`src/hdl/pvcp_pkg.sv`:
```
`default_nettype none
package pvcp_pkg;

	// Field widths fixed by the stream format.
	localparam int unsigned COEF_W     = 16;
	localparam int unsigned CVAL_W     = 11;
	localparam int unsigned BYTE_W     = 8;
	localparam int unsigned SUM_W      = 28;
	localparam int unsigned PROD_W     = 49;
	localparam int unsigned ACC_W      = 7;
	localparam int unsigned ACC_CNT_W  = 3;

	// Configuration register file.
	localparam int unsigned CFG_DATA_W   = 21;
	localparam int unsigned REG_INDEX_W  = 3;
	localparam int unsigned CBITS_W      = 4;
	localparam int unsigned ROUND_W      = 13;
	localparam int unsigned MULT_W       = 21;
	localparam int unsigned SHIFT_W      = 6;
	localparam int unsigned MOD_W        = 13;

	localparam logic [CBITS_W-1:0] CBITS_RESET = 4'd10;
	localparam logic [ROUND_W-1:0] ROUND_RESET = 13'd1665;
	localparam logic [MULT_W-1:0]  MULT_RESET  = 21'd1290167;
	localparam logic [SHIFT_W-1:0] SHIFT_RESET = 6'd32;
	localparam logic [MOD_W-1:0]   MOD_RESET   = 13'd3329;

	localparam logic [CBITS_W-1:0] CBITS_WIDE = 4'd11;

	// Depth of the queue between the arithmetic front and the packer.
	localparam int unsigned FIFO_DEPTH = 4;

	typedef enum logic [REG_INDEX_W-1:0] {
		REG_COMPRESSED_BITS    = 3'd0,
		REG_ROUNDING_OFFSET    = 3'd1,
		REG_BARRETT_MULTIPLIER = 3'd2,
		REG_PRODUCT_SHIFT      = 3'd3,
		REG_MODULUS            = 3'd4
	} reg_index_t;

	typedef struct packed {
		logic signed [COEF_W-1:0] coefficient;
		logic                     last_coefficient;
	} in_item_t;

	typedef struct packed {
		logic [BYTE_W-1:0] packed_byte;
		logic              last_byte;
	} out_item_t;

	// One compressed coefficient on its way to the packer.
	typedef struct packed {
		logic [CVAL_W-1:0] value;
		logic              wide;
		logic              last;
	} cval_t;

endpackage
`default_nettype wire

```
`src/hdl/pvcp_front.sv`:
```
`default_nettype none
module pvcp_front (
	input  wire logic                              clk,
	input  wire logic                              arst_n,
	input  wire logic                              wr_en,
	input  wire logic [pvcp_pkg::REG_INDEX_W-1:0]  wr_index,
	input  wire logic [pvcp_pkg::CFG_DATA_W-1:0]   wr_data,
	input  wire logic                              push,
	output logic                                   full,
	input  wire pvcp_pkg::in_item_t                item,
	output logic                                   cv_push,
	input  wire logic                              cv_full,
	output pvcp_pkg::cval_t                        cv_data
);
	import pvcp_pkg::*;

	logic [CBITS_W-1:0] cbits_q;
	logic [ROUND_W-1:0] round_q;
	logic [MULT_W-1:0]  mult_q;
	logic [SHIFT_W-1:0] shift_q;
	logic [MOD_W-1:0]   mod_q;

	logic              valid_s1, valid_s2;
	logic [SUM_W-1:0]  sum_s1;
	logic              wide_s1, last_s1;
	logic [PROD_W-1:0] prod_s2;
	logic              wide_s2, last_s2;

	logic              wide_in;
	logic [COEF_W-1:0] coef_u;
	logic [COEF_W-1:0] coef_fix;
	logic [SUM_W-2:0]  coef_shl;
	logic [SUM_W-1:0]  sum_in;
	logic [PROD_W-1:0] prod_shr;
	logic              ready_s2, ready_s1, accept;

	always_ff @(posedge clk or negedge arst_n) begin
		if (!arst_n) begin
			cbits_q <= CBITS_RESET;
			round_q <= ROUND_RESET;
			mult_q  <= MULT_RESET;
			shift_q <= SHIFT_RESET;
			mod_q   <= MOD_RESET;
		end else if (wr_en) begin
			unique case (reg_index_t'(wr_index))
				REG_COMPRESSED_BITS:    cbits_q <= wr_data[CBITS_W-1:0];
				REG_ROUNDING_OFFSET:    round_q <= wr_data[ROUND_W-1:0];
				REG_BARRETT_MULTIPLIER: mult_q  <= wr_data[MULT_W-1:0];
				REG_PRODUCT_SHIFT:      shift_q <= wr_data[SHIFT_W-1:0];
				REG_MODULUS:            mod_q   <= wr_data[MOD_W-1:0];
				default: ;
			endcase
		end
	end

	// Negative coefficients are lifted by the modulus with 16-bit wrap.
	assign wide_in  = (cbits_q >= CBITS_WIDE);
	assign coef_u   = item.coefficient;
	assign coef_fix = item.coefficient[COEF_W-1] ?
		coef_u + {{(COEF_W-MOD_W){1'b0}}, mod_q} : coef_u;
	assign coef_shl = wide_in ? {coef_fix, 11'b0} : {1'b0, coef_fix, 10'b0};
	assign sum_in   = {1'b0, coef_shl} + {{(SUM_W-ROUND_W){1'b0}}, round_q};

	assign ready_s2 = !valid_s2 || !cv_full;
	assign ready_s1 = !valid_s1 || ready_s2;
	assign full     = !ready_s1;
	assign accept   = push && ready_s1;

	always_ff @(posedge clk or negedge arst_n) begin
		if (!arst_n) begin
			valid_s1 <= 1'b0;
			valid_s2 <= 1'b0;
		end else begin
			if (ready_s1)
				valid_s1 <= push;
			if (ready_s2)
				valid_s2 <= valid_s1;
		end
	end

	always_ff @(posedge clk) begin
		if (accept) begin
			sum_s1  <= sum_in;
			wide_s1 <= wide_in;
			last_s1 <= item.last_coefficient;
		end
		if (ready_s2 && valid_s1) begin
			prod_s2 <= {{(PROD_W-SUM_W){1'b0}}, sum_s1} * {{(PROD_W-MULT_W){1'b0}}, mult_q};
			wide_s2 <= wide_s1;
			last_s2 <= last_s1;
		end
	end

	assign prod_shr      = prod_s2 >> shift_q;
	assign cv_push       = valid_s2 && !cv_full;
	assign cv_data.value = wide_s2 ? prod_shr[CVAL_W-1:0] : {1'b0, prod_shr[CVAL_W-2:0]};
	assign cv_data.wide  = wide_s2;
	assign cv_data.last  = last_s2;

endmodule
`default_nettype wire

```
`src/hdl/pvcp_fifo.sv`:
```
`default_nettype none
module pvcp_fifo #(
	parameter int unsigned DEPTH = pvcp_pkg::FIFO_DEPTH
) (
	input  wire logic            clk,
	input  wire logic            arst_n,
	input  wire logic            wr,
	input  wire pvcp_pkg::cval_t wdata,
	output logic                 full,
	input  wire logic            rd,
	output pvcp_pkg::cval_t      rdata,
	output logic                 empty
);
	import pvcp_pkg::*;

	localparam int unsigned PTR_W = (DEPTH > 1) ? $clog2(DEPTH) : 1;
	localparam int unsigned CNT_W = $clog2(DEPTH + 1);
	localparam logic [PTR_W-1:0] LAST_PTR = PTR_W'(DEPTH - 1);
	localparam logic [CNT_W-1:0] DEPTH_C  = CNT_W'(DEPTH);

	cval_t             mem_q [DEPTH];
	logic [PTR_W-1:0]  wptr_q, rptr_q;
	logic [CNT_W-1:0]  count_q;
	logic              do_wr, do_rd;

	assign full  = (count_q == DEPTH_C);
	assign empty = (count_q == '0);
	assign do_wr = wr && !full;
	assign do_rd = rd && !empty;
	assign rdata = mem_q[rptr_q];

	always_ff @(posedge clk) begin
		if (do_wr)
			mem_q[wptr_q] <= wdata;
	end

	always_ff @(posedge clk or negedge arst_n) begin
		if (!arst_n) begin
			wptr_q  <= '0;
			rptr_q  <= '0;
			count_q <= '0;
		end else begin
			if (do_wr)
				wptr_q <= (wptr_q == LAST_PTR) ? '0 : wptr_q + 1'b1;
			if (do_rd)
				rptr_q <= (rptr_q == LAST_PTR) ? '0 : rptr_q + 1'b1;
			if (do_wr && !do_rd)
				count_q <= count_q + 1'b1;
			else if (do_rd && !do_wr)
				count_q <= count_q - 1'b1;
		end
	end

	a_count_bound: assert property (@(posedge clk) disable iff (!arst_n)
		count_q <= DEPTH_C)
		else $error("queue count above depth");

endmodule
`default_nettype wire

```
`src/hdl/pvcp_back.sv`:
```
`default_nettype none
module pvcp_back (
	input  wire logic            clk,
	input  wire logic            arst_n,
	input  wire pvcp_pkg::cval_t cv_data,
	input  wire logic            cv_empty,
	output logic                 cv_pop,
	output logic                 empty,
	input  wire logic            pop,
	output pvcp_pkg::out_item_t  result
);
	import pvcp_pkg::*;

	localparam int unsigned TOT_W = 5;
	localparam int unsigned BUF_W = ACC_W + CVAL_W;

	logic [ACC_W-1:0]     acc_q;
	logic [ACC_CNT_W-1:0] acc_cnt_q;
	logic [1:0]           ocnt_q;
	logic [BYTE_W-1:0]    byte0_q, byte1_q;
	logic                 last0_q, last1_q;

	logic [BUF_W-1:0]     merged;
	logic [TOT_W-1:0]     total;
	logic                 two;
	logic                 out_pop, take;

	// Merge the new value above the pending bits, LSB first.
	assign merged = {{CVAL_W{1'b0}}, acc_q} | ({{ACC_W{1'b0}}, cv_data.value} << acc_cnt_q);
	assign total  = {2'b0, acc_cnt_q} + (cv_data.wide ? 5'd11 : 5'd10);
	assign two    = (total >= 5'd16);

	assign empty   = (ocnt_q == 2'd0);
	assign out_pop = pop && !empty;
	assign take    = !cv_empty && (empty || (ocnt_q == 2'd1 && out_pop));
	assign cv_pop  = take;

	assign result.packed_byte = byte0_q;
	assign result.last_byte   = last0_q;

	always_ff @(posedge clk or negedge arst_n) begin
		if (!arst_n) begin
			acc_q     <= '0;
			acc_cnt_q <= '0;
			ocnt_q    <= '0;
		end else if (take) begin
			ocnt_q <= two ? 2'd2 : 2'd1;
			if (cv_data.last) begin
				acc_q     <= '0;
				acc_cnt_q <= '0;
			end else begin
				acc_q     <= two ? {5'b0, merged[17:16]} : merged[14:8];
				acc_cnt_q <= total[ACC_CNT_W-1:0];
			end
		end else if (out_pop) begin
			ocnt_q <= ocnt_q - 2'd1;
		end
	end

	always_ff @(posedge clk) begin
		if (take) begin
			byte0_q <= merged[7:0];
			byte1_q <= merged[15:8];
			last0_q <= cv_data.last && !two;
			last1_q <= cv_data.last;
		end else if (out_pop) begin
			byte0_q <= byte1_q;
			last0_q <= last1_q;
		end
	end

	a_ocnt_bound: assert property (@(posedge clk) disable iff (!arst_n)
		ocnt_q != 2'd3)
		else $error("output holding register overfilled");

	a_vector_end_clears: assert property (@(posedge clk) disable iff (!arst_n)
		take && cv_data.last |=> acc_cnt_q == '0 && acc_q == '0)
		else $error("accumulator not cleared at vector end");

	a_take_fills: assert property (@(posedge clk) disable iff (!arst_n)
		take |=> !empty)
		else $error("taken coefficient produced no byte");

endmodule
`default_nettype wire

```
`src/hdl/polyvec_compress_pack.sv`:
```
`default_nettype none
// Compresses a stream of signed 16-bit polynomial coefficients to 10 or 11 bits each and packs
// them LSB first into bytes. Push one coefficient per request; a negative value is first lifted
// by the modulus, then ((x << d) + rounding_offset) * barrett_multiplier >> product_shift is kept
// to d bits. Results leave as bytes, oldest first, and the final byte of a vector is flagged;
// bits left over at the vector end are dropped. A coefficient can be accepted every cycle
// while full is low, and one byte is delivered per cycle while pop is high, so the sustained
// coefficient rate is set by the single byte-wide result port. A pushed coefficient passes two
// pipeline stages (shift-add, then one 28x21 multiply), the queue and the output holding
// register. Configuration registers are written through wr_en/wr_index/wr_data and must be
// changed only while the block holds no request in flight.
module polyvec_compress_pack #(
	parameter int unsigned FIFO_DEPTH = pvcp_pkg::FIFO_DEPTH
) (
	input  wire logic                              clk,
	input  wire logic                              arst_n,
	input  wire logic                              wr_en,
	input  wire logic [pvcp_pkg::REG_INDEX_W-1:0]  wr_index,
	input  wire logic [pvcp_pkg::CFG_DATA_W-1:0]   wr_data,
	input  wire logic                              push,
	output logic                                   full,
	input  wire pvcp_pkg::in_item_t                item,
	output logic                                   empty,
	input  wire logic                              pop,
	output pvcp_pkg::out_item_t                    result
);
	import pvcp_pkg::*;

	// Compressed coefficients flow from the arithmetic front through a short queue
	// to the packer, so a stalled consumer does not stop the multiplier pipeline at once.
	cval_t cv_wdata, cv_rdata;
	logic  cv_push, cv_full, cv_pop, cv_empty;

	pvcp_front u_front (
		.clk      (clk),
		.arst_n   (arst_n),
		.wr_en    (wr_en),
		.wr_index (wr_index),
		.wr_data  (wr_data),
		.push     (push),
		.full     (full),
		.item     (item),
		.cv_push  (cv_push),
		.cv_full  (cv_full),
		.cv_data  (cv_wdata)
	);

	pvcp_fifo #(
		.DEPTH (FIFO_DEPTH)
	) u_fifo (
		.clk    (clk),
		.arst_n (arst_n),
		.wr     (cv_push),
		.wdata  (cv_wdata),
		.full   (cv_full),
		.rd     (cv_pop),
		.rdata  (cv_rdata),
		.empty  (cv_empty)
	);

	// The packer keeps up to seven pending bits and holds at most two finished bytes.
	pvcp_back u_back (
		.clk      (clk),
		.arst_n   (arst_n),
		.cv_data  (cv_rdata),
		.cv_empty (cv_empty),
		.cv_pop   (cv_pop),
		.empty    (empty),
		.pop      (pop),
		.result   (result)
	);

endmodule
`default_nettype wire
```
`config.mk`:
```
export PLATFORM = sky130hd
export DESIGN_NAME = polyvec_compress_pack
export DESIGN_NICKNAME = d
export VERILOG_FILES = /design/src/hdl/pvcp_pkg.sv /design/src/hdl/pvcp_front.sv /design/src/hdl/pvcp_fifo.sv /design/src/hdl/pvcp_back.sv /design/src/hdl/polyvec_compress_pack.sv
export SDC_FILE = /design/constraint.sdc
export NUM_CORES = 2
export LEC_CHECK = 0
export ABC_AREA = 1
export BUFFER_PORTS_ARGS = -buffer_cell sky130_fd_sc_hd__clkbuf_2
export CORE_UTILIZATION = 35
export CTS_CLUSTER_SIZE = 40
export DETAILED_ROUTE_END_ITERATION = 8
export HOLD_SLACK_MARGIN = 0.12
export RECOVER_POWER = 25
export SKIP_CTS_REPAIR_TIMING = 1
export SLEW_MARGIN = 25
export SYNTH_ARGS = -nofsm -noshare
export SYNTH_HDL_FRONTEND = slang
export SYNTH_SLANG_ARGS = --single-unit
```
`constraint.sdc`:
```
create_clock -name clk -period 14.6 [get_ports clk]
set_clock_uncertainty 0.05 [all_clocks]
set_input_delay 0 -clock clk [delete_from_list [all_inputs] [get_ports clk]]
set_output_delay 0 -clock clk [all_outputs]
set_load 0.01 [all_outputs]
```
# --- Yosys cells after proc, flatten, opt, wreduce, memory -nomap -nowiden ---
# Memories as Yosys holds them, arrays and structs flattened.
# Index checks and enable logic that the tools add are counted.
op_classes:
  addsub: 8
  mul: 1
  n_lt_le_gt_ge: 2
  eq_ne: 8
  n_shift: 2
  mux: 20
  bitwise: 1
  reduce_logical: 33
ops:
  columns: ["operator", "count"]
  rows:
  - ["28-bit by 21-bit multiplier with 49-bit output", 1]
  - ["49-bit by 6-bit right shift with 11-bit output", 1]
  - ["27-bit by 13-bit adder with 28-bit output", 1]
  - ["27-bit 2-to-1 mux", 1]
  - ["7-bit by 18-bit bitwise OR with 18-bit output", 1]
  - ["11-bit by 3-bit left shift with 18-bit output", 1]
  - ["16-bit by 13-bit adder with 16-bit output", 1]
  - ["16-bit 2-to-1 mux", 1]
  - ["8-bit 2-to-1 mux", 2]
  - ["7-bit 2-to-1 mux", 2]
  - ["1-bit logical AND", 11]
  - ["11-bit 2-to-1 mux", 1]
  - ["2-bit 2-to-1 mux", 5]
  - ["2-bit AND reduction", 5]
  - ["1-bit logical NOT", 9]
  - ["3-bit 2-to-1 mux", 3]
  - ["3-bit by 2-bit equality test with 1-bit output, second input constant", 2]
  - ["3-bit equality test, second input constant", 2]
  - ["3-bit logical NOT", 2]
  - ["3-bit by 5-bit adder with 5-bit output", 1]
  - ["5-bit >= comparator, second input constant", 1]
  - ["1-bit 2-to-1 mux", 5]
  - ["2-bit by 1-bit adder with 2-bit output, second input constant", 2]
  - ["2-bit equality test, second input constant", 2]
  - ["other kinds (9)", 12]
totals:
  ff_bits: 177
  mem_bits_rw: 52
  inputBits: 46
  output_inout_bits: 11
  word_cells: 99
  mem_count: 1
memory_table:
  columns: ["name", "depth", "word_bits", "rd", "rd_clocked_by_memory_dff", "wr", "line", "text"]
  rows:
  - ["u_fifo.mem_q", 4, 13, 1, 0, 1, "pvcp_fifo.sv:21", "cval_t mem_q [DEPTH];"]

# --- Logic depth before layout (Yosys ltp) ---
logic_depth:
  word_depth: 10
  depth_mapped: 28
  depth_no_buf: 26

# --- Modules after synthesis ---
# Synthesis repeated with hierarchy kept, for this count alone.
unflattened:
  cells_unflattened: 4137
  hier_area_um2: 32869.0
by_module_without_submodules:
  columns: ["module", "n_inst", "cells_each", "area_each_um2", "seq_area_each_um2"]
  rows:
  - ["pvcp_front", 1, 3711, 28437.3, 3941.3]
  - ["pvcp_fifo", 1, 212, 2613.8, 1736.7]
  - ["pvcp_back", 1, 214, 1818.0, 840.8]

# --- Worst setup path before layout ---
# OpenSTA, ideal clock, no wires.
synth_path:
  path_kind: "flip-flop to flip-flop"
  from: "reg u_front.mult_q[7]"
  to: "reg u_front.prod_s2[36] (data pin)"
  setup_time_ns: 0.256
  arrival_time_ns: 6.185
  t_required_ns: 14.294
  slack_ns: 8.108
  stages_incl_launch_ff: 26
  n_path_buf: 2
  synth_period_minus_slack_ns: 6.492
  cell_sequence: "dfstp_2 > clkbuf_1 > buf_1 > nand2_1 > fa_1 > inv_1 > fa_1 > inv_1 > fa_1 > inv_1 > fa_1 > fa_1 > fa_1 > inv_1 > fa_1 > inv_1 > ha_1 > a21oi_1 > inv_1 > nor2_1 > o21ai_0 > a21o_1 > o21bai_1 > and2_1 > o21bai_1 > nand2_1"
synth_between:
  elab_chain_cells: 1
synth_lines:
  columns: ["element", "line", "text"]
  rows:
  - ["start: declaration", "pvcp_front.sv:19", "logic [MULT_W-1:0] mult_q;"]
  - ["start signal: assignment", "pvcp_front.sv:48", "REG_BARRETT_MULTIPLIER: mult_q <= wr_data[MULT_W-1:0];"]
  - ["28-bit by 21-bit multiplier with 49-bit output", "pvcp_front.sv:88", "prod_s2 <= {{(PROD_W-SUM_W){1'b0}}, sum_s1} * {{(PROD_W-MULT_W){1'b0}}, mult_q};"]
  - ["end signal: assignment", "pvcp_front.sv:88", null]
  - ["end: declaration", "pvcp_front.sv:26", "logic [PROD_W-1:0] prod_s2;"]
# No other way between the ends.
# A chain may end at the register's enable or synchronous reset.

# --- Worst setup path in the final report ---
layout_path:
  from: "reg u_front.mult_q[15]"
  to: "reg u_front.prod_s2[47] (data pin)"
# Same word-level chain as after synthesis.

==> summary.txt <==
Timing
  • Unrepaired setup endpoints after global routing: no
  • Slew headroom: -153%
  • Setup_tns: 0 ps
  • Crit share post-route: 49.7%
  • Actual slew at the worst max-slew pin: 3800 ps
  • Slack of the critical path: 7340 ps
  • Minimum clock period: 7260 ps
  • Setup-failing EPs final: 0
  • Slew Limit Fails: 95
  • Highest clock rate: 138 MHz
  • Final hold vios: 0

Critical path
  • Max FO, Critical Path: 29
  • Crit path DAT: 7510 ps
  • CP Launch Type: register
  • CP Class: register to register
  • Critical path endpoint category: register
  • Crit path required time: 14850 ps

GRT
  • First-pass GRT wire length: 139000 microns
  • Busiest grt layer: met2
  • M1 GR Usage: 25.6%
  • GRT Residual Overflow: 0
  • Initial antenna violation count: 6
  • GR Layer Usage met3: 2.21%
  • Largest net degree at the start of global routing: 60
  • Gr usage total: 18.6%
  • Met2 usage: 31.0%
  • Vias in the first global route: 25.7k

Detailed routing
  • Pre-antenna DRT Iters: 6
  • DRC: 0
  • Final Routed Wirelength: 85200 microns
  • Wire length per cell: 16.1 microns
  • Drt via density: 4.77
  • Antenna viol nets, final: 0
  • Drt first-iter violations: 1733
  • Via count: 25.2k

Logic synthesis
  • Synth area leaders: fa_1 (31%), edfxtp_1 (14%), nand2_1 (13%)
  • Post-synth EDFFs: 151
  • Number of nets produced by synthesis: 4820
  • Cell variety after synth: 62
  • Yosys warns: 0
  • Mapped Cells: 4094
  • Main synth FF type: edfxtp_1
  • Register bit count reported by yosys: 229
  • Leading area contributor after synthesis: fa_1
  • Post-synthesis sequential area ratio: 20.1%
  • Post-synth ARST share: 34.1%
  • Synth top area share: 30.5%
  • Cell Area, Synth: 32400 sq um
  • Mean Syn Cell Area: 7.91 sq um

Clock tree
  • CTS sink cnt: 229
  • H-tree Lvls: 1
  • CTS Buf Count: 24
  • CTS root buf: clkbuf_16
  • Clock transition at path regs: 70 ps
  • Later-pin clock latency in the skew report: 560 ps
  • Deepest clock path buffer count: 3
  • CTS tree: built

Place
  • Setup WS pre-CTS: 7380 ps
  • Gpl congestion: 0.972
  • I/O Buffers: 56
  • Placement-stage cell area: 33800 sq um
  • DP HPWL: 67500 microns

Final layout
  • Final core occ: 38.1%
  • Area Growth Syn to Fin: 7.85%
  • Design area: 34900 sq um
  • Fraction of layout cells with a size suffix above 1: 5.84%
  • Layout Nets: 4802

Worst hold path
  • Hold crit path type: input pin to register

Floorplanning
  • Die extent in y: 306 microns
  • IO Pins: 57
  • Total die area: 93700 sq um
  • Die X-Extent: 306 microns
  • CORE AREA: 91700 sq um
  • Row count: 111
  • Initial core utilization: 35.3%

Outcome
  • Status: complete, but fails checks
  • Violated checks: capacitance limit, slew limit

Flow run
  • Maxcap violations: 2
==> final timing paths <==
kind | from | endpoint | slack (ps) | depth (start not counted)
worst max-delay path | u_front.mult_q[15] | u_front.prod_s2[47] | 7340 | 20
worst min-delay path | item[14] | u_front.sum_s1[24] | 60 | 7
worst max register to register | u_front.mult_q[15] | u_front.prod_s2[47] | 7340 | 20
worst min register to register | u_front.last_s1 | u_front.last_s2 | 380 | 0
max in group asynchronous | arst_n | u_front.mult_q[19] | 10200 | 4
min in group asynchronous | arst_n | u_back.ocnt_q[1] | 1010 | 4
==> area by class of cell <==
type	count	area, sq um
inverters	1034	3880
repair buffers	137	990
clock buffers	33	707
diodes	2	5.00
multi-input cells	2650	21300
clock inverters	11	86.3
flip-flops and latches	229	6520
well taps	1186	1480
fillers	9444	56700
==> critical path, stage by stage, from the launching register on <==
cell     delay [ps]
dfstp_2        1050
nand2_1         190
fa_1            580
inv_1            60
fa_1            560
fa_1            470
fa_1            520
fa_1            430
fa_1            520
inv_1            60
fa_1            470
inv_1            50
ha_1            370
nand2_1         130
nor2_1          150
inv_1           110
nor4_1          510
o21ai_0         180
nand3_1         240
a21oi_1         130
xor2_1          160
==> metrics by stage <==
| stage | hold slack (ps) | cells |
|---|---|---|
| after CTS | -732 | 5244 |
| final | 58.2 | 5282 |
| after global routing | 122 | 5281 |
| after floorplan | -346 | 4094 |
| after detailed placement | -133 | 5200 |
| after global placement | -138 | 5200 |
==> per-layer routing <==
metal | routed length, microns | share of wire, %
met1 | 38800 | 46
met2 | 39900 | 47
met3 | 4220 | 4.9
met4 | 2250 | 2.6
met5 | 0 | 0
==> logic make-up after synthesis <==
family	share of synthesized area [%]
adders and majority gates	37.7
muxes	0.437
buffers and inverters	14.2
DFF	20.1
AOI/OAI and AO/OA	6.80
xor gates and xnor gates	1.62
and+or+nand+nor	19.1
==> flip-flops by register name, summed over array words and instances, names as in the netlist, 4 cells and up <==
signal	count
u_back.acc_q	7
u_back.byte0_q	8
u_back.byte1_q	8
u_fifo.mem_q	52
u_front.cbits_q	4
u_front.mod_q	13
u_front.mult_q	21
u_front.prod_s2	49
u_front.round_q	13
u_front.shift_q	6
u_front.sum_s1	28
==> cell usage after synthesis, types with 17 or more instances <==
library cell	instances
a21oi_1	87
buf_1	24
buf_2	19
clkbuf_1	132
dfrtp_1	52
dfstp_2	26
edfxtp_1	151
fa_1	494
ha_1	186
inv_1	1023
nand2_1	1129
nand2_2	17
nand3_1	140
nor2_1	140
o21ai_0	195
o21ai_1	17
xnor2_1	18
xor2_1	40
==> cells in the final DEF, fill, tap and decap left out, types with 12 or more instances in the layout <==
cell type	count
clkbuf_16	26
xor2_1	40
clkbuf_1	19
o21ai_0	195
dlygate4sd3_1	32
dfrtp_1	52
xnor2_1	18
buf_4	43
o21ai_1	17
o22ai_1	12
nand2_1	1129
nor2_1	140
ha_1	186
nand2_2	17
edfxtp_1	151
nand3_1	140
a21oi_1	87
a31oi_1	16
dfstp_2	24
clkbuf_2	44
or2_2	16
nand4_1	16
inv_1	1022
fa_1	494
Power is left out: the tool's default activity adds up to more than one toggle a clock period on the data nets, which glitch-free logic cannot reach.
